### config.mk
export PLATFORM = sky130hd
export DESIGN_NAME = opponent_pursuit_controller_unit_flat
export DESIGN_NICKNAME = d
export VERILOG_FILES = /design/src/opc_pkg.sv /design/src/opc_tick_if.sv /design/src/opc_result_if.sv /design/src/opc_front.sv /design/src/opc_queue.sv /design/src/opc_back.sv /design/src/opponent_pursuit_controller_unit.sv /design/src/flat_wrapper.sv
export SDC_FILE = /design/constraint.sdc
export NUM_CORES = 1
export LEC_CHECK = 0
export BUFFER_PORTS_ARGS = -buffer_cell sky130_fd_sc_hd__buf_2
export CORE_UTILIZATION = 25
export DETAILED_ROUTE_END_ITERATION = 8
export GPL_TIMING_DRIVEN = 1
export HOLD_SLACK_MARGIN = 0.1
export PLACE_DENSITY_LB_ADDON = 0.05
export SLEW_MARGIN = 20
export SYNTH_ARGS = -nofsm -noshare
export SYNTH_HDL_FRONTEND = slang
export SYNTH_SLANG_ARGS = --single-unit
### constraint.sdc
create_clock -name i_clk -period 6.9 [get_ports i_clk]
set_clock_uncertainty 0.2 [all_clocks]
set_input_delay 0.69 -clock i_clk [delete_from_list [all_inputs] [get_ports i_clk]]
set_output_delay 0.69 -clock i_clk [all_outputs]
set_load 0.01 [all_outputs]
### src/opc_pkg.sv
// opc_pkg: shared types, codes and constants of the opponent pursuit controller
// used by every file of the block through scoped names, depends on nothing

package opc_pkg;

    // config register widths and reset values
    localparam int DIST_W   = 16;
    localparam int LEVEL_W  = 12;
    localparam int TIME_W   = 32;
    localparam int SPEED_W  = 7;
    localparam int CFG_W    = 32;
    localparam int CFG_IDX_W = 2;

    localparam logic [DIST_W-1:0]  DETECT_DISTANCE_RST = 16'd200;
    localparam logic [LEVEL_W-1:0] EDGE_LEVEL_RST      = 12'd2000;
    localparam logic [TIME_W-1:0]  TRACK_LIMIT_RST     = 32'd800;

    // default depth of the queue between classifier and executor
    localparam int QUEUE_DEPTH = 2;

    // config register indexes
    typedef enum logic [CFG_IDX_W-1:0] {
        CFG_DETECT_DISTANCE = 2'd0,
        CFG_EDGE_LEVEL      = 2'd1,
        CFG_TRACK_LIMIT     = 2'd2
    } t_cfg_idx;

    // operating modes
    typedef enum logic [1:0] {
        MODE_SEARCH   = 2'd0,
        MODE_ATTACK   = 2'd1,
        MODE_TRACKING = 2'd2
    } t_mode;

    // last known opponent direction
    typedef enum logic [1:0] {
        DIR_NONE     = 2'd0,
        DIR_TO_LEFT  = 2'd1,
        DIR_TO_RIGHT = 2'd2,
        DIR_AHEAD    = 2'd3
    } t_dir;

    // motor commands
    typedef enum logic [2:0] {
        CMD_HOLD   = 3'd0,
        CMD_FWD    = 3'd1,
        CMD_SPIN_L = 3'd2,
        CMD_SPIN_R = 3'd3,
        CMD_SIDES  = 3'd4
    } t_cmd;

    // speed settings in percent
    localparam logic [SPEED_W-1:0] SPD_ZERO   = 7'd0;
    localparam logic [SPEED_W-1:0] SPD_SEARCH = 7'd50;
    localparam logic [SPEED_W-1:0] SPD_FULL   = 7'd100;
    localparam logic [SPEED_W-1:0] SPD_SLOW   = 7'd80;
    localparam logic [SPEED_W-1:0] SPD_SPIN   = 7'd90;
    localparam logic [SPEED_W-1:0] SPD_CHASE  = 7'd70;

    // live configuration
    typedef struct packed {
        logic [DIST_W-1:0]  detect_distance;
        logic [LEVEL_W-1:0] edge_level;
        logic [TIME_W-1:0]  track_limit;
    } t_cfg;

    // classified tick as it travels through the queue
    typedef struct packed {
        logic              seen_fr;
        logic              seen_r;
        logic              seen_l;
        logic              seen_fl;
        logic              line_hit;
        logic [TIME_W-1:0] now_ms;
    } t_cls;

endpackage

### src/opc_tick_if.sv
// opc_tick_if: input channel carrying one control tick per transaction
// depends on opc_pkg for field widths

interface opc_tick_if;
    logic                         valid;
    logic                         ready;
    logic [opc_pkg::DIST_W-1:0]   dist_front_right;
    logic [opc_pkg::DIST_W-1:0]   dist_right;
    logic [opc_pkg::DIST_W-1:0]   dist_left;
    logic [opc_pkg::DIST_W-1:0]   dist_front_left;
    logic [opc_pkg::LEVEL_W-1:0]  line_left_level;
    logic [opc_pkg::LEVEL_W-1:0]  line_mid_level;
    logic [opc_pkg::LEVEL_W-1:0]  line_right_level;
    logic [opc_pkg::TIME_W-1:0]   now_ms;

    modport source (
        output valid, dist_front_right, dist_right, dist_left, dist_front_left,
               line_left_level, line_mid_level, line_right_level, now_ms,
        input  ready
    );
    modport sink (
        input  valid, dist_front_right, dist_right, dist_left, dist_front_left,
               line_left_level, line_mid_level, line_right_level, now_ms,
        output ready
    );
endinterface

### src/opc_result_if.sv
// opc_result_if: output channel carrying one motor decision per transaction
// depends on opc_pkg for field widths

interface opc_result_if;
    logic                         valid;
    logic                         ready;
    logic [2:0]                   motor_cmd;
    logic [opc_pkg::SPEED_W-1:0]  left_speed;
    logic [opc_pkg::SPEED_W-1:0]  right_speed;
    logic [1:0]                   mode_now;
    logic [1:0]                   direction_now;
    logic                         opponent_seen;

    modport source (
        output valid, motor_cmd, left_speed, right_speed, mode_now,
               direction_now, opponent_seen,
        input  ready
    );
    modport sink (
        input  valid, motor_cmd, left_speed, right_speed, mode_now,
               direction_now, opponent_seen,
        output ready
    );
endinterface

### src/opc_front.sv
// opc_front: accepts ticks and reduces the readings to sighting and line flags
// depends on opc_pkg and opc_tick_if

module opc_front (
    opc_tick_if.sink           i_tick,
    input  opc_pkg::t_cfg      i_cfg,
    input  logic               i_q_full,
    output logic               o_q_push,
    output opc_pkg::t_cls      o_q_data
);

    // accept whenever the queue has room
    assign i_tick.ready = !i_q_full;
    assign o_q_push     = i_tick.valid && !i_q_full;

    // range and line level compares
    always_comb begin
        o_q_data.seen_fr  = i_tick.dist_front_right < i_cfg.detect_distance;
        o_q_data.seen_r   = i_tick.dist_right       < i_cfg.detect_distance;
        o_q_data.seen_l   = i_tick.dist_left        < i_cfg.detect_distance;
        o_q_data.seen_fl  = i_tick.dist_front_left  < i_cfg.detect_distance;
        o_q_data.line_hit = (i_tick.line_left_level  > i_cfg.edge_level) ||
                            (i_tick.line_mid_level   > i_cfg.edge_level) ||
                            (i_tick.line_right_level > i_cfg.edge_level);
        o_q_data.now_ms   = i_tick.now_ms;
    end

endmodule

### src/opc_queue.sv
// opc_queue: small fifo of classified ticks between front and back
// depends on opc_pkg for the entry type

module opc_queue #(
    parameter int DEPTH = opc_pkg::QUEUE_DEPTH
) (
    input  logic           i_clk,
    input  logic           i_rst_n,
    input  logic           i_push,
    input  opc_pkg::t_cls  i_data,
    output logic           o_full,
    input  logic           i_pop,
    output logic           o_valid,
    output opc_pkg::t_cls  o_data
);

    localparam int PW = (DEPTH > 1) ? $clog2(DEPTH) : 1;
    localparam int CW = $clog2(DEPTH + 1);
    localparam logic [PW-1:0] LAST = PW'(DEPTH - 1);

    opc_pkg::t_cls r_mem [DEPTH];
    logic [PW-1:0] r_wr_ptr, r_rd_ptr;
    logic [CW-1:0] r_count;
    logic          wr_en, rd_en;

    assign o_full  = r_count == CW'(DEPTH);
    assign o_valid = r_count != '0;
    assign o_data  = r_mem[r_rd_ptr];
    assign wr_en   = i_push && !o_full;
    assign rd_en   = i_pop && o_valid;

    // entry storage
    always_ff @(posedge i_clk) begin
        if (wr_en) begin
            r_mem[r_wr_ptr] <= i_data;
        end
    end

    // pointers and fill count
    always_ff @(posedge i_clk) begin
        if (!i_rst_n) begin
            r_wr_ptr <= '0;
            r_rd_ptr <= '0;
            r_count  <= '0;
        end else begin
            if (wr_en) begin
                r_wr_ptr <= (r_wr_ptr == LAST) ? '0 : r_wr_ptr + 1'b1;
            end
            if (rd_en) begin
                r_rd_ptr <= (r_rd_ptr == LAST) ? '0 : r_rd_ptr + 1'b1;
            end
            if (wr_en && !rd_en) begin
                r_count <= r_count + 1'b1;
            end else if (rd_en && !wr_en) begin
                r_count <= r_count - 1'b1;
            end
        end
    end

endmodule

### src/opc_back.sv
// opc_back: mode machine that turns classified ticks into motor commands
// depends on opc_pkg and opc_result_if; holds the output register

module opc_back (
    input  logic                          i_clk,
    input  logic                          i_rst_n,
    input  logic [opc_pkg::TIME_W-1:0]    i_track_limit,
    input  logic                          i_q_valid,
    input  opc_pkg::t_cls                 i_q_data,
    output logic                          o_q_pop,
    opc_result_if.source                  o_result
);

    opc_pkg::t_mode                   r_mode, n_mode;
    opc_pkg::t_dir                    r_dir, n_dir;
    logic [opc_pkg::TIME_W-1:0]       r_seen_time, n_seen_time;

    logic                             r_out_valid;
    opc_pkg::t_cmd                    r_cmd, n_cmd;
    logic [opc_pkg::SPEED_W-1:0]      r_ls, n_ls, r_rs, n_rs;
    logic                             r_any;

    logic                             any, both_front, timed_out;
    logic [opc_pkg::TIME_W-1:0]       elapsed;

    // take the next tick when the output register is free or being drained
    assign o_q_pop = i_q_valid && (!r_out_valid || o_result.ready);

    assign any        = i_q_data.seen_fr || i_q_data.seen_r ||
                        i_q_data.seen_l  || i_q_data.seen_fl;
    assign both_front = i_q_data.seen_fl && i_q_data.seen_fr;
    assign elapsed    = i_q_data.now_ms - r_seen_time;
    assign timed_out  = elapsed > i_track_limit;

    // state registers
    always_ff @(posedge i_clk) begin
        if (!i_rst_n) begin
            r_mode      <= opc_pkg::MODE_SEARCH;
            r_dir       <= opc_pkg::DIR_NONE;
            r_seen_time <= '0;
        end else if (o_q_pop) begin
            r_mode      <= n_mode;
            r_dir       <= n_dir;
            r_seen_time <= n_seen_time;
        end
    end

    // next state and motor command
    always_comb begin
        n_mode      = r_mode;
        n_dir       = r_dir;
        n_seen_time = r_seen_time;
        n_cmd       = opc_pkg::CMD_HOLD;
        n_ls        = opc_pkg::SPD_ZERO;
        n_rs        = opc_pkg::SPD_ZERO;

        if (i_q_data.line_hit) begin
            n_mode = opc_pkg::MODE_SEARCH;
            n_dir  = opc_pkg::DIR_NONE;
        end else begin
            // remember where the opponent was seen
            if (any) begin
                n_seen_time = i_q_data.now_ms;
                if (both_front) begin
                    n_dir = opc_pkg::DIR_AHEAD;
                end else if (i_q_data.seen_l || i_q_data.seen_fl) begin
                    n_dir = opc_pkg::DIR_TO_LEFT;
                end else begin
                    n_dir = opc_pkg::DIR_TO_RIGHT;
                end
            end

            unique case (r_mode)
                opc_pkg::MODE_ATTACK: begin
                    if (!any) begin
                        n_mode = opc_pkg::MODE_TRACKING;
                    end else if (both_front) begin
                        n_cmd = opc_pkg::CMD_FWD;
                        n_ls  = opc_pkg::SPD_FULL;
                        n_rs  = opc_pkg::SPD_FULL;
                    end else if (i_q_data.seen_fl) begin
                        n_cmd = opc_pkg::CMD_SIDES;
                        n_ls  = opc_pkg::SPD_SLOW;
                        n_rs  = opc_pkg::SPD_FULL;
                    end else if (i_q_data.seen_fr) begin
                        n_cmd = opc_pkg::CMD_SIDES;
                        n_ls  = opc_pkg::SPD_FULL;
                        n_rs  = opc_pkg::SPD_SLOW;
                    end else if (i_q_data.seen_l) begin
                        n_cmd = opc_pkg::CMD_SPIN_L;
                        n_ls  = opc_pkg::SPD_SPIN;
                        n_rs  = opc_pkg::SPD_SPIN;
                    end else begin
                        n_cmd = opc_pkg::CMD_SPIN_R;
                        n_ls  = opc_pkg::SPD_SPIN;
                        n_rs  = opc_pkg::SPD_SPIN;
                    end
                end
                opc_pkg::MODE_TRACKING: begin
                    if (any) begin
                        n_mode = opc_pkg::MODE_ATTACK;
                    end else if (timed_out) begin
                        n_mode = opc_pkg::MODE_SEARCH;
                        n_dir  = opc_pkg::DIR_NONE;
                    end else begin
                        unique case (r_dir)
                            opc_pkg::DIR_TO_LEFT: begin
                                n_cmd = opc_pkg::CMD_SPIN_L;
                                n_ls  = opc_pkg::SPD_SLOW;
                                n_rs  = opc_pkg::SPD_SLOW;
                            end
                            opc_pkg::DIR_TO_RIGHT: begin
                                n_cmd = opc_pkg::CMD_SPIN_R;
                                n_ls  = opc_pkg::SPD_SLOW;
                                n_rs  = opc_pkg::SPD_SLOW;
                            end
                            opc_pkg::DIR_AHEAD: begin
                                n_cmd = opc_pkg::CMD_FWD;
                                n_ls  = opc_pkg::SPD_CHASE;
                                n_rs  = opc_pkg::SPD_CHASE;
                            end
                            default: begin
                                n_mode = opc_pkg::MODE_SEARCH;
                            end
                        endcase
                    end
                end
                default: begin
                    if (any) begin
                        n_mode = opc_pkg::MODE_ATTACK;
                    end else begin
                        n_mode = opc_pkg::MODE_SEARCH;
                        n_cmd  = opc_pkg::CMD_SPIN_R;
                        n_ls   = opc_pkg::SPD_SEARCH;
                        n_rs   = opc_pkg::SPD_SEARCH;
                    end
                end
            endcase
        end
    end

    // output register valid flag
    always_ff @(posedge i_clk) begin
        if (!i_rst_n) begin
            r_out_valid <= 1'b0;
        end else if (o_q_pop) begin
            r_out_valid <= 1'b1;
        end else if (o_result.ready) begin
            r_out_valid <= 1'b0;
        end
    end

    // output register payload
    always_ff @(posedge i_clk) begin
        if (o_q_pop) begin
            r_cmd <= n_cmd;
            r_ls  <= n_ls;
            r_rs  <= n_rs;
            r_any <= any;
        end
    end

    assign o_result.valid         = r_out_valid;
    assign o_result.motor_cmd     = r_cmd;
    assign o_result.left_speed    = r_ls;
    assign o_result.right_speed   = r_rs;
    assign o_result.mode_now      = r_mode;
    assign o_result.direction_now = r_dir;
    assign o_result.opponent_seen = r_any;

endmodule

### src/opponent_pursuit_controller_unit.sv
// opponent_pursuit_controller_unit: top level with config registers and assertions
// depends on opc_pkg, opc_tick_if, opc_result_if, opc_front, opc_queue, opc_back

// Takes one control tick per transaction on i_tick and returns exactly one
// decision per tick on o_result, in order. A tick is accepted every cycle
// while the tick queue has room; it is written to the queue when accepted
// and then loaded into the mode machine's output register once that register
// is free or being drained, and the result is held valid there until taken. The
// sustained rate is one tick per clock while o_result does not stall, as the
// mode, direction and last-sighting registers update once per tick. The
// queue (QUEUE_DEPTH entries) absorbs stalls on o_result until it is full,
// then i_tick.ready drops. Configuration registers (0 detect distance, 1 line
// edge level, 2 tracking time limit) are written through i_cfg_we / i_cfg_idx /
// i_cfg_data and should be changed only while no tick is in flight; writes to
// other indexes are ignored.

module opponent_pursuit_controller_unit #(
    parameter int QUEUE_DEPTH = opc_pkg::QUEUE_DEPTH
) (
    input  logic                           i_clk,
    input  logic                           i_rst_n,
    input  logic                           i_cfg_we,
    input  logic [opc_pkg::CFG_IDX_W-1:0]  i_cfg_idx,
    input  logic [opc_pkg::CFG_W-1:0]      i_cfg_data,
    opc_tick_if.sink                       i_tick,
    opc_result_if.source                   o_result
);

    opc_pkg::t_cfg r_cfg;
    logic          q_push, q_full, q_pop, q_valid;
    opc_pkg::t_cls q_wr_data, q_rd_data;

    // configuration registers
    always_ff @(posedge i_clk) begin
        if (!i_rst_n) begin
            r_cfg.detect_distance <= opc_pkg::DETECT_DISTANCE_RST;
            r_cfg.edge_level      <= opc_pkg::EDGE_LEVEL_RST;
            r_cfg.track_limit     <= opc_pkg::TRACK_LIMIT_RST;
        end else if (i_cfg_we) begin
            unique case (i_cfg_idx)
                opc_pkg::CFG_DETECT_DISTANCE: begin
                    r_cfg.detect_distance <= i_cfg_data[opc_pkg::DIST_W-1:0];
                end
                opc_pkg::CFG_EDGE_LEVEL: begin
                    r_cfg.edge_level <= i_cfg_data[opc_pkg::LEVEL_W-1:0];
                end
                opc_pkg::CFG_TRACK_LIMIT: begin
                    r_cfg.track_limit <= i_cfg_data[opc_pkg::TIME_W-1:0];
                end
                default: begin
                end
            endcase
        end
    end

    // classifier
    opc_front u_front (
        .i_tick   (i_tick),
        .i_cfg    (r_cfg),
        .i_q_full (q_full),
        .o_q_push (q_push),
        .o_q_data (q_wr_data)
    );

    // tick queue
    opc_queue #(
        .DEPTH (QUEUE_DEPTH)
    ) u_queue (
        .i_clk   (i_clk),
        .i_rst_n (i_rst_n),
        .i_push  (q_push),
        .i_data  (q_wr_data),
        .o_full  (q_full),
        .i_pop   (q_pop),
        .o_valid (q_valid),
        .o_data  (q_rd_data)
    );

    // mode machine and output register
    opc_back u_back (
        .i_clk         (i_clk),
        .i_rst_n       (i_rst_n),
        .i_track_limit (r_cfg.track_limit),
        .i_q_valid     (q_valid),
        .i_q_data      (q_rd_data),
        .o_q_pop       (q_pop),
        .o_result      (o_result)
    );

    // attack mode is only held while the opponent is in sight
    a_attack_needs_sighting: assert property (
        @(posedge i_clk) disable iff (!i_rst_n)
        (o_result.valid && o_result.mode_now == opc_pkg::MODE_ATTACK)
            |-> o_result.opponent_seen
    ) else $error("attack mode reported without a sighting");

    // tracking always has a known direction to chase
    a_tracking_has_dir: assert property (
        @(posedge i_clk) disable iff (!i_rst_n)
        (o_result.valid && o_result.mode_now == opc_pkg::MODE_TRACKING)
            |-> (o_result.direction_now != opc_pkg::DIR_NONE)
    ) else $error("tracking mode with unknown direction");

    // hold command carries zero speeds
    a_hold_is_stopped: assert property (
        @(posedge i_clk) disable iff (!i_rst_n)
        (o_result.valid && o_result.motor_cmd == opc_pkg::CMD_HOLD)
            |-> (o_result.left_speed == '0 && o_result.right_speed == '0)
    ) else $error("hold command with nonzero speed");

    // an accepted tick is always waiting in the queue on the next cycle
    a_push_lands: assert property (
        @(posedge i_clk) disable iff (!i_rst_n)
        q_push |=> q_valid
    ) else $error("accepted transaction lost before the mode machine");

endmodule

### src/flat_wrapper.sv
// flat-port wrapper written by rule: the top's interface ports become plain ports
module opponent_pursuit_controller_unit_flat 
#(
    parameter int QUEUE_DEPTH = opc_pkg::QUEUE_DEPTH
)
  (i_clk, i_rst_n, i_cfg_we, i_cfg_idx, i_cfg_data, i_tick_valid, i_tick_dist_front_right, i_tick_dist_right, i_tick_dist_left, i_tick_dist_front_left, i_tick_line_left_level, i_tick_line_mid_level, i_tick_line_right_level, i_tick_now_ms, i_tick_ready, o_result_valid, o_result_motor_cmd, o_result_left_speed, o_result_right_speed, o_result_mode_now, o_result_direction_now, o_result_opponent_seen, o_result_ready);
  opc_tick_if i_tick_i ();
  opc_result_if o_result_i ();
  input  logic i_clk;
  input  logic i_rst_n;
  input  logic i_cfg_we;
  input  logic [opc_pkg::CFG_IDX_W-1:0] i_cfg_idx;
  input  logic [opc_pkg::CFG_W-1:0] i_cfg_data;
  input wire logic [$bits(i_tick_i.valid)-1:0] i_tick_valid;
  input wire logic [$bits(i_tick_i.dist_front_right)-1:0] i_tick_dist_front_right;
  input wire logic [$bits(i_tick_i.dist_right)-1:0] i_tick_dist_right;
  input wire logic [$bits(i_tick_i.dist_left)-1:0] i_tick_dist_left;
  input wire logic [$bits(i_tick_i.dist_front_left)-1:0] i_tick_dist_front_left;
  input wire logic [$bits(i_tick_i.line_left_level)-1:0] i_tick_line_left_level;
  input wire logic [$bits(i_tick_i.line_mid_level)-1:0] i_tick_line_mid_level;
  input wire logic [$bits(i_tick_i.line_right_level)-1:0] i_tick_line_right_level;
  input wire logic [$bits(i_tick_i.now_ms)-1:0] i_tick_now_ms;
  output wire logic [$bits(i_tick_i.ready)-1:0] i_tick_ready;
  output wire logic [$bits(o_result_i.valid)-1:0] o_result_valid;
  output wire logic [$bits(o_result_i.motor_cmd)-1:0] o_result_motor_cmd;
  output wire logic [$bits(o_result_i.left_speed)-1:0] o_result_left_speed;
  output wire logic [$bits(o_result_i.right_speed)-1:0] o_result_right_speed;
  output wire logic [$bits(o_result_i.mode_now)-1:0] o_result_mode_now;
  output wire logic [$bits(o_result_i.direction_now)-1:0] o_result_direction_now;
  output wire logic [$bits(o_result_i.opponent_seen)-1:0] o_result_opponent_seen;
  input wire logic [$bits(o_result_i.ready)-1:0] o_result_ready;
  assign i_tick_i.valid = i_tick_valid;
  assign i_tick_i.dist_front_right = i_tick_dist_front_right;
  assign i_tick_i.dist_right = i_tick_dist_right;
  assign i_tick_i.dist_left = i_tick_dist_left;
  assign i_tick_i.dist_front_left = i_tick_dist_front_left;
  assign i_tick_i.line_left_level = i_tick_line_left_level;
  assign i_tick_i.line_mid_level = i_tick_line_mid_level;
  assign i_tick_i.line_right_level = i_tick_line_right_level;
  assign i_tick_i.now_ms = i_tick_now_ms;
  assign i_tick_ready = i_tick_i.ready;
  assign o_result_valid = o_result_i.valid;
  assign o_result_motor_cmd = o_result_i.motor_cmd;
  assign o_result_left_speed = o_result_i.left_speed;
  assign o_result_right_speed = o_result_i.right_speed;
  assign o_result_mode_now = o_result_i.mode_now;
  assign o_result_direction_now = o_result_i.direction_now;
  assign o_result_opponent_seen = o_result_i.opponent_seen;
  assign o_result_i.ready = o_result_ready;
  opponent_pursuit_controller_unit #(.QUEUE_DEPTH(QUEUE_DEPTH)) u_core (.i_clk(i_clk), .i_rst_n(i_rst_n), .i_cfg_we(i_cfg_we), .i_cfg_idx(i_cfg_idx), .i_cfg_data(i_cfg_data), .i_tick(i_tick_i), .o_result(o_result_i));
endmodule
==> summary.txt, run 1 <==
Status
  • Status: finished clean

Placement
  • Dpl hpwl: around 26 mm
  • Dpl cells: approximately 1.9k
  • GPL Wtd Cong: 0.7869
  • Port Buffers: 192
  • Setup Slack @ Placement: 470.8 ps

Layout
  • Layout Nets: between 1.5k and 2k
  • Finished Layout Cells: slightly below 2k
  • Ratio of cells with drive above 1 in the final layout: 20.23%
  • Area delta synth->final: 18.89%

Yosys
  • Leading area contributor after synthesis: edfxtp_1
  • Synthesis Warnings: 0
  • Post-synthesis cell count: approximately 1.2k
  • Synth top area cells: edfxtp_1 22%, ha_1 18%, dfxtp_1 17%, nand2_1 4.3%, a21o_1 3.6%
  • Ys flop type: dfxtp_1
  • Yosys reg bits: around 190
  • Async SR Flop Fraction: 0%
  • Mapped cell area: 0.01170 sq mm
  • Post-synthesis sequential area ratio: 39.79%
  • Synth unique cells: 60
  • Share of the synthesized area in the top cell type: roughly 22%
  • Syn avg cell area: 9.814 sq um
  • Post-synth EDFFs: 87

STA
  • Min setup slack post-route: 503.9 ps
  • Finish-stage setup viols: 0
  • Worst-Margin Slew: roughly 910 ps
  • RSZ-0062 raised after global routing: no
  • Pins Over Slew Limit: 0
  • Hold slack: 223.0 ps
  • Setup TNS: 0 ps
  • Post-route minimum period: 6396 ps
  • Slew HR: 39.14%
  • Maximum achievable frequency: roughly 160 MHz
  • Fin. Hold Viols: 0
  • Period Utilization, post-route: 92.70%

GRT
  • Grt total ovfl: 0
  • First-pass GRT wire length: 52.99 mm
  • Initial antenna violation count: 2
  • Largest net degree at the start of global routing: 72
  • Vias in the first global route: just over 9k
  • Tot GR Track Use: 14.68%

Pwr
  • Pleak: 5.780 nW
  • Worst vdd ir: 125.9 uV
  • Total Power: ~0.0046 W
  • Pwr/cell area: between 300 and 400 mW/mm^2

Hold path
  • Worst min-delay path class: in2reg
  • Hold EP: u_core.u_queue.r_mem[0][17]$_DFFE_PP_
  • Cell count of the worst hold path: 1
  • Hold path start: i_tick_now_ms[17]

Flow run
  • Max-cap violations: 0

Setup path
  • CP top delay family: compound AO/OA/AOI/OAI gates
  • CP endpoint kind: flop
  • CP max stage delay: between 600 and 700 ps
  • Crit-path max FO: 17
  • Startpoint Class: flop
  • Critical-path cell list: mux2i_1 > ha_1 > inv_1 > fa_1 > a21oi_2 > o31ai_1 > a21oi_1 > o221ai_1 > a311o_1 > a211o_1 > a21oi_2 > o21ai_1 > a21oi_2 > xnor2_1 > ha_1 > nand4_1 > or3_1 > nor2_1 > a21oi_1 > a31oi_1 > nor2_1 > and4b_1 > or3_1
  • R2R setup slack: just over 500 ps
  • Most common cell type on the critical path: a21oi_2
  • Worst path depth: 23
  • CP Class: reg2reg
  • Crit Reg-Reg Endpoint: u_core.u_back.o_result.motor_cmd[1]$_SDFFCE_PP0P_
  • CP arrival: ~6400 ps
  • Critical path's slowest cell: dfxtp_2
  • Buf/Inv on CP: 1
  • FF-to-FF path depth: 23
  • Required time worst endpoint: ~7000 ps

Detailed routing
  • Residual DRC count: 0
  • Routed vias: around 9.0k
  • Wire length on met1: ~17 mm
  • Met3 wire length: roughly 850 um
  • Vias per cell: 4.547
  • Drt total wl: 34.03 mm
  • Met2 Wirelength: 16.01 mm
  • DRT iter0 DRCs: 300
  • WL/cell: about 17 um
  • DR top layer: met4
  • Drt first pass iters: 4
  • Post-route ant nets: 0

Clock network
  • H-tree levels: 4
  • Setup Buffers After CTS: 0
  • CTS buffer count: 17
  • CTS Sinks: 189
  • CTS tree: yes
  • Worst-Skew Late Latency: 460 ps
  • CTS Root Cell: clkbuf_16
  • Clock slew at reported path FFs: about 70 ps
  • Clock Path Buffers: 2

Die
  • I/O Pins: 195
  • Die area: about 0.048 sq mm
  • Die Y: 218.3 um
  • Die X: 218.3 um
  • Initial core utilization: approximately 26%
  • Core area: ~0.046 sq mm
  • FP Rows: between 70 and 80
## report_power, final
part	leakage, nW	internal (W)	switching (W)	total [W]
Sequential	1.65	0.00136	0.0000676	0.00142
Clock	0.290	0.000556	0.000441	0.000997
Combinational	3.84	0.000947	0.00123	0.00217
## cells in the mapped netlist (2+ instances only)
master,number
a211o_1,3
a211oi_1,5
a21boi_0,52
a21o_1,56
a21oi_1,58
a21oi_2,5
a221o_1,2
a221oi_1,3
a22o_1,2
a31oi_1,2
and2_1,6
and3_1,6
and4_1,4
buf_1,3
buf_4,5
clkbuf_1,36
dfxtp_1,102
edfxtp_1,87
ha_1,169
inv_1,110
mux2_2,34
mux2i_1,3
nand2_1,134
nand2b_1,13
nand3_1,15
nand3b_1,2
nand4_1,20
nor2_1,40
nor2b_1,17
nor3_1,10
nor3b_1,2
o211a_1,2
o211ai_1,14
o21a_1,14
o21ai_0,54
o21bai_1,4
o221ai_1,3
o311a_1,30
o31ai_1,6
or2_2,6
or3_1,5
xnor2_1,24
xor2_1,7
## logic make-up after synthesis
kind of cell	share of synthesized area, %
AO/OA/AOI/OAI	19.58
XOR/XNOR	2.321
adder cells (fa/ha/maj)	18.25
buffers and inverters	5.102
flip-flops	39.79
multiplexers	3.529
other	0.03205
AND/OR/NAND/NOR	11.40
## flip-flops by register name, summed over array words and instances (netlist names), 3 cells and up, named ones only
name / cells
u_core.r_cfg: 60
u_core.u_back.o_result.left_speed: 6
u_core.u_back.o_result.motor_cmd: 3
u_core.u_back.r_seen_time: 32
u_core.u_queue.r_mem: 74
u_core.u_back.o_result.right_speed: 3
## per-layer routing
layer / GRT usage, % / vias to the layer above
met5: 0 / -
met4: 3.240 / 0
met3: 2.686 / 17
met2: 24.31 / 103
met1: 19.71 / 4239
li1: - / 4653
## layout make-up
| cell class | count | area (sq um) |
|---|---|---|
| sequential | 189 | 4656 |
| tap | 600 | 750.7 |
| antenna | 3 | 7.507 |
| inverter | 110 | 412.9 |
| fill | 4850 | 31860 |
| timing repair buffer | 198 | 1010 |
| multi-input combinational | 850 | 6486 |
| clock buffer | 28 | 560.5 |
| clock inverter | 4 | 25.02 |
## cell usage in the layout (no fill, tap or decap), types with 6 or more instances in the layout
cell type	synthesis	routed
o21a_1	14	14
nand4_1	20	20
nand2b_1	13	13
ha_1	169	169
and2_1	6	6
or2_2	6	6
nand2_1	134	133
nor2_1	40	38
nor2b_1	17	17
clkbuf_16	0	20
a21o_1	56	56
mux2_2	34	34
buf_2	0	192
nor3_1	10	9
edfxtp_1	87	87
nand3_1	15	15
dfxtp_1	102	101
o21ai_0	54	54
inv_1	110	110
xor2_1	7	7
a21boi_0	52	52
xnor2_1	24	24
o311a_1	30	30
o211ai_1	14	14
o31ai_1	6	6
a21oi_1	58	58
## worst max path at each step
stage                     startpoint  slack [ps]                                                end
after detailed placement        flop         470  u_core.u_back.o_result.motor_cmd[1]$_SDFFCE_PP0P_
after CTS                       flop         430  u_core.u_back.o_result.motor_cmd[1]$_SDFFCE_PP0P_
after global routing            flop          80  u_core.u_back.o_result.motor_cmd[1]$_SDFFCE_PP0P_
after global placement          flop         550  u_core.u_back.o_result.motor_cmd[1]$_SDFFCE_PP0P_
after floorplan                 flop         860  u_core.u_back.o_result.motor_cmd[1]$_SDFFCE_PP0P_
final                           flop         500  u_core.u_back.o_result.motor_cmd[1]$_SDFFCE_PP0P_
## repair_timing
action                     4_1_cts  5_1_grt
hold buffers                     0        0
setup endpoints to repair        0        1
resized for setup                0        1
## worst reg2reg max path, cell delays in order, from the launching register on
cell and delay [ps]:
dfxtp_2 620, mux2i_1 290, ha_1 210, inv_1 60
fa_1 410, a21oi_2 170, o31ai_1 80, a21oi_1 330
o221ai_1 270, a311o_1 480, a211o_1 340, a21oi_2 210
o21ai_1 100, a21oi_2 150, xnor2_1 80, ha_1 300
nand4_1 130, or3_1 410, nor2_1 160, a21oi_1 80
a31oi_1 320, nor2_1 120, and4b_1 250, or3_1 370
## metrics by stage
stage,area [sq um],util [%]
after detailed placement,13310,29.07
after CTS,13890,30.35
after global placement,13310,29.07
after floorplan,11700,-
after global routing,13900,30.38
final,13910,30.39
Note: power is estimated with default switching activity, not from simulation.
==> run 2, diff against run 1 <==
--- a/config.mk
+++ b/config.mk
@@ -7,11 +7,14 @@
 export LEC_CHECK = 0
 export BUFFER_PORTS_ARGS = -buffer_cell sky130_fd_sc_hd__buf_2
 export CORE_UTILIZATION = 25
+export CTS_CLUSTER_DIAMETER = 100
 export DETAILED_ROUTE_END_ITERATION = 8
 export GPL_TIMING_DRIVEN = 1
 export HOLD_SLACK_MARGIN = 0.1
+export MAX_ROUTING_LAYER = met4
 export PLACE_DENSITY_LB_ADDON = 0.05
 export SLEW_MARGIN = 20
 export SYNTH_ARGS = -nofsm -noshare
 export SYNTH_HDL_FRONTEND = slang
 export SYNTH_SLANG_ARGS = --single-unit
+export TNS_END_PERCENT = 100
==> summary.txt, run 2 (synthesized netlist as in run 1, its figures left out) <==
Status
  • Status: finished clean (unchanged)

Die
  • Die Y: 218.3 um (unchanged)
  • Core area: 0.04577 sq mm (unchanged)
  • Initial core utilization: 25.56% (unchanged)
  • I/O Pins: 195 (unchanged)
  • Die X: 218.3 um (unchanged)
  • Die area: 0.04766 sq mm (unchanged)
  • FP Rows: 78 (unchanged)

Pwr
  • Logic pwr share: 47.3% (about the same)
  • Sw Share: 37.82% (was 37.76%)
  • Total internal power: 0.002860 W (about the same)
  • Total Power: 0.004599 W (was 0.004595 W)
  • Worst vdd ir: 125.9 uV (about the same)
  • Pleak: 5.780 nW (unchanged)
  • Pwr/cell area: 330.7 mW/mm^2 (was 330.4 mW/mm^2)
  • Clock power frac: 21.7% (about the same)
  • Power share of the sequential group: 31.0% (about the same)
  • Switch Pwr: 0.001739 W (was 0.001735 W)

Setup path
  • Critical-path cell list: mux2i_1 > ha_1 > inv_1 > fa_1 > a21oi_2 > o31ai_1 > a21oi_1 > o221ai_1 > a311o_1 > a211o_1 > a21oi_2 > o21ai_1 > a21oi_2 > xnor2_1 > ha_1 > nand4_1 > or3_1 > nor2_1 > a21oi_1 > a31oi_1 > nor2_1 > and4b_1 > or3_1 (unchanged)
  • FF-to-FF path depth: 23 (unchanged)
  • CP top delay family: compound AO/OA/AOI/OAI gates (unchanged)
  • Crit path to: u_core.u_back.o_result.motor_cmd[1]$_SDFFCE_PP0P_ (unchanged)
  • R2R setup slack: 490 ps (was 500 ps)
  • Startpoint Class: flop (unchanged)
  • Worst path depth: 23 (unchanged)
  • Buf/Inv on CP: 1 (unchanged)
  • Crit Reg-Reg Endpoint: u_core.u_back.o_result.motor_cmd[1]$_SDFFCE_PP0P_ (unchanged)
  • Required time worst endpoint: 6900 ps (about the same)
  • Crit-path max FO: 17 (unchanged)
  • CP max stage delay: 620 ps (about the same)
  • CP Class: reg2reg (unchanged)
  • Critical path's slowest cell: dfxtp_2 (unchanged)
  • CP arrival: 6410 ps (was 6400 ps)
  • CP endpoint kind: flop (unchanged)
  • Most common cell type on the critical path: a21oi_2 (unchanged)

Placement
  • Port Buffers: 192 (unchanged)
  • Setup Slack @ Placement: 470.8 ps (unchanged)
  • Dpl hpwl: 26.25 mm (unchanged)
  • Placed cell areas: 0.01331 sq mm (unchanged)
  • GPL Wtd Cong: 0.7978 (was 0.7869)

Clock network
  • Worst-Skew Late Latency: 460 ps (about the same)
  • Clock slew at reported path FFs: 70 ps (about the same)
  • CTS Root Cell: clkbuf_16 (unchanged)
  • Hold-fix buffers, CTS: 0 (unchanged)
  • CTS tree: yes (unchanged)
  • H-tree levels: 4 (unchanged)
  • Clock Path Buffers: 2 (unchanged)
  • CTS buffer count: 17 (unchanged)
  • CTS Sinks: 189 (unchanged)

STA
  • Finish-stage setup viols: 0 (unchanged)
  • Min setup slack post-route: 491.9 ps (was 503.9 ps)
  • Fin. Hold Viols: 0 (unchanged)
  • Post-route minimum period: 6408 ps (was 6396 ps)
  • Setup TNS: 0 ps (unchanged)
  • Slew HR: 39.29% (was 39.14%)
  • RSZ-0062 raised after global routing: no (unchanged)
  • Period Utilization, post-route: 92.87% (was 92.70%)
  • Maximum achievable frequency: 156.1 MHz (was 156.3 MHz)
  • Worst-Margin Slew: 908.5 ps (was 910.8 ps)
  • Pins Over Slew Limit: 0 (unchanged)

GRT
  • First-pass GRT wire length: 52.98 mm (was 52.99 mm)
  • Largest net degree at the start of global routing: 72 (unchanged)
  • Vias in the first global route: 9257 (was 9260)
  • Tot GR Track Use: 15.11% (was 14.68%)
  • Grt total ovfl: 0 (unchanged)
  • Initial antenna violation count: 2 (unchanged)

Layout
  • Final core occ: 30.39% (unchanged)
  • Top Registers: u_core.u_queue.r_mem x74, u_core.r_cfg x60, u_core.u_back.r_seen_time x32 (unchanged)
  • Max reg flops: 74 (unchanged)
  • Layout Nets: 1707 (unchanged)
  • Ratio of cells with drive above 1 in the final layout: 20.23% (unchanged)
  • Most common cell after layout, fill and taps aside: buf_2 (unchanged)
  • Most flops, register: u_core.u_queue.r_mem (unchanged)
  • Fin area: 0.01391 sq mm (unchanged)
  • Most frequent cells in the layout: 192 x buf_2, 169 x ha_1, 133 x nand2_1 (unchanged)
  • Area delta synth->final: 18.89% (unchanged)

Detailed routing
  • DRT iter0 DRCs: 297 (was 300)
  • WL/cell: 17.19 um (was 17.17 um)
  • Routed vias: 9025 (was 9012)
  • Residual DRC count: 0 (unchanged)
  • Drt first pass iters: 4 (unchanged)
  • Vias per cell: 4.553 (was 4.547)
  • Post-route ant nets: 0 (unchanged)
  • Drt total wl: 34.07 mm (was 34.03 mm)

Hold path
  • Worst min-delay path class: in2reg (unchanged)
  • Cell count of the worst hold path: 1 (unchanged)

Flow run
  • Max-cap violations: 0 (unchanged)
-- run 2: cell counts in the layout (fill, tap and decap cells not counted) --
Identical to the previous run, type by type.
-- run 2: worst min-delay path by stage --
| stage | from | to |
|---|---|---|
| 2_1_floorplan | u_core.r_cfg[16]$_SDFFE_PN0P_ | u_core.r_cfg[16]$_SDFFE_PN0P_ |
| 3_3_place_gp | u_core.r_cfg[46]$_SDFFE_PN0P_ | u_core.r_cfg[46]$_SDFFE_PN0P_ |
| 3_5_place_dp | u_core.r_cfg[16]$_SDFFE_PN0P_ | u_core.r_cfg[16]$_SDFFE_PN0P_ |
| 4_1_cts | i_tick_now_ms[1] | u_core.u_queue.r_mem[1][1]$_DFFE_PP_ |
| 5_1_grt | i_tick_now_ms[22] | u_core.u_queue.r_mem[0][22]$_DFFE_PP_ |
| 6_report | i_tick_now_ms[1] | u_core.u_queue.r_mem[1][1]$_DFFE_PP_ |
-- run 2: cell type report --
cell class                      count  area (sq um)
Antenna cell                        3         7.507
Clock buffer                       28         560.5
Clock inverter                      4         25.02
Fill cell                        4850         31860
Inverter                          110         412.9
Multi-Input combinational cell    850          6486
Sequential cell                   189          4656
Tap cell                          600         750.7
Timing Repair Buffer              198          1010
-- run 2: through the flow --
step / cells / hold slack, ps
2_1_floorplan: 1193 / 243.5
3_3_place_gp: 1947 / 254.1
3_5_place_dp: 1947 / 260.6
4_1_cts: 1979 / 185.3
5_1_grt: 1981 / 189.2
6_report: 1982 / 221.6
-- run 2: per-layer routing --
metal,global-route usage (%),up-vias,wire [um]
met5,-,-,0
met4,3.240,0,242
met3,2.686,16,893
met2,24.25,105,15970
met1,19.75,4253,16970
li1,-,4651,-
-- run 2: what timing repair did --
item | in CTS | in global routing
setup endpoints to repair | 0 | 1
setup buffers | 0 | 0
resized for setup | 0 | 1
-- run 2: worst register-to-register path, stage by stage, from the launching register on --
cell and delay, ps:
dfxtp_2 620, mux2i_1 290, ha_1 210, inv_1 60, fa_1 410, a21oi_2 170, o31ai_1 80, a21oi_1 330
o221ai_1 270, a311o_1 480, a211o_1 350, a21oi_2 210, o21ai_1 100, a21oi_2 160, xnor2_1 80, ha_1 300
nand4_1 130, or3_1 410, nor2_1 160, a21oi_1 80, a31oi_1 320, nor2_1 130, and4b_1 250, or3_1 380
-- run 2: power by group through the flow --
stage,Sequential [W],Combinational [W],Clock (W)
after floorplan,0.00144,0.00158,0
after global placement,0.00145,0.00221,0
after detailed placement,0.00145,0.00220,0
final,0.00142,0.00218,0.000998
after global routing,0.00144,0.00249,0.00108
after CTS,0.00143,0.00222,0.00104
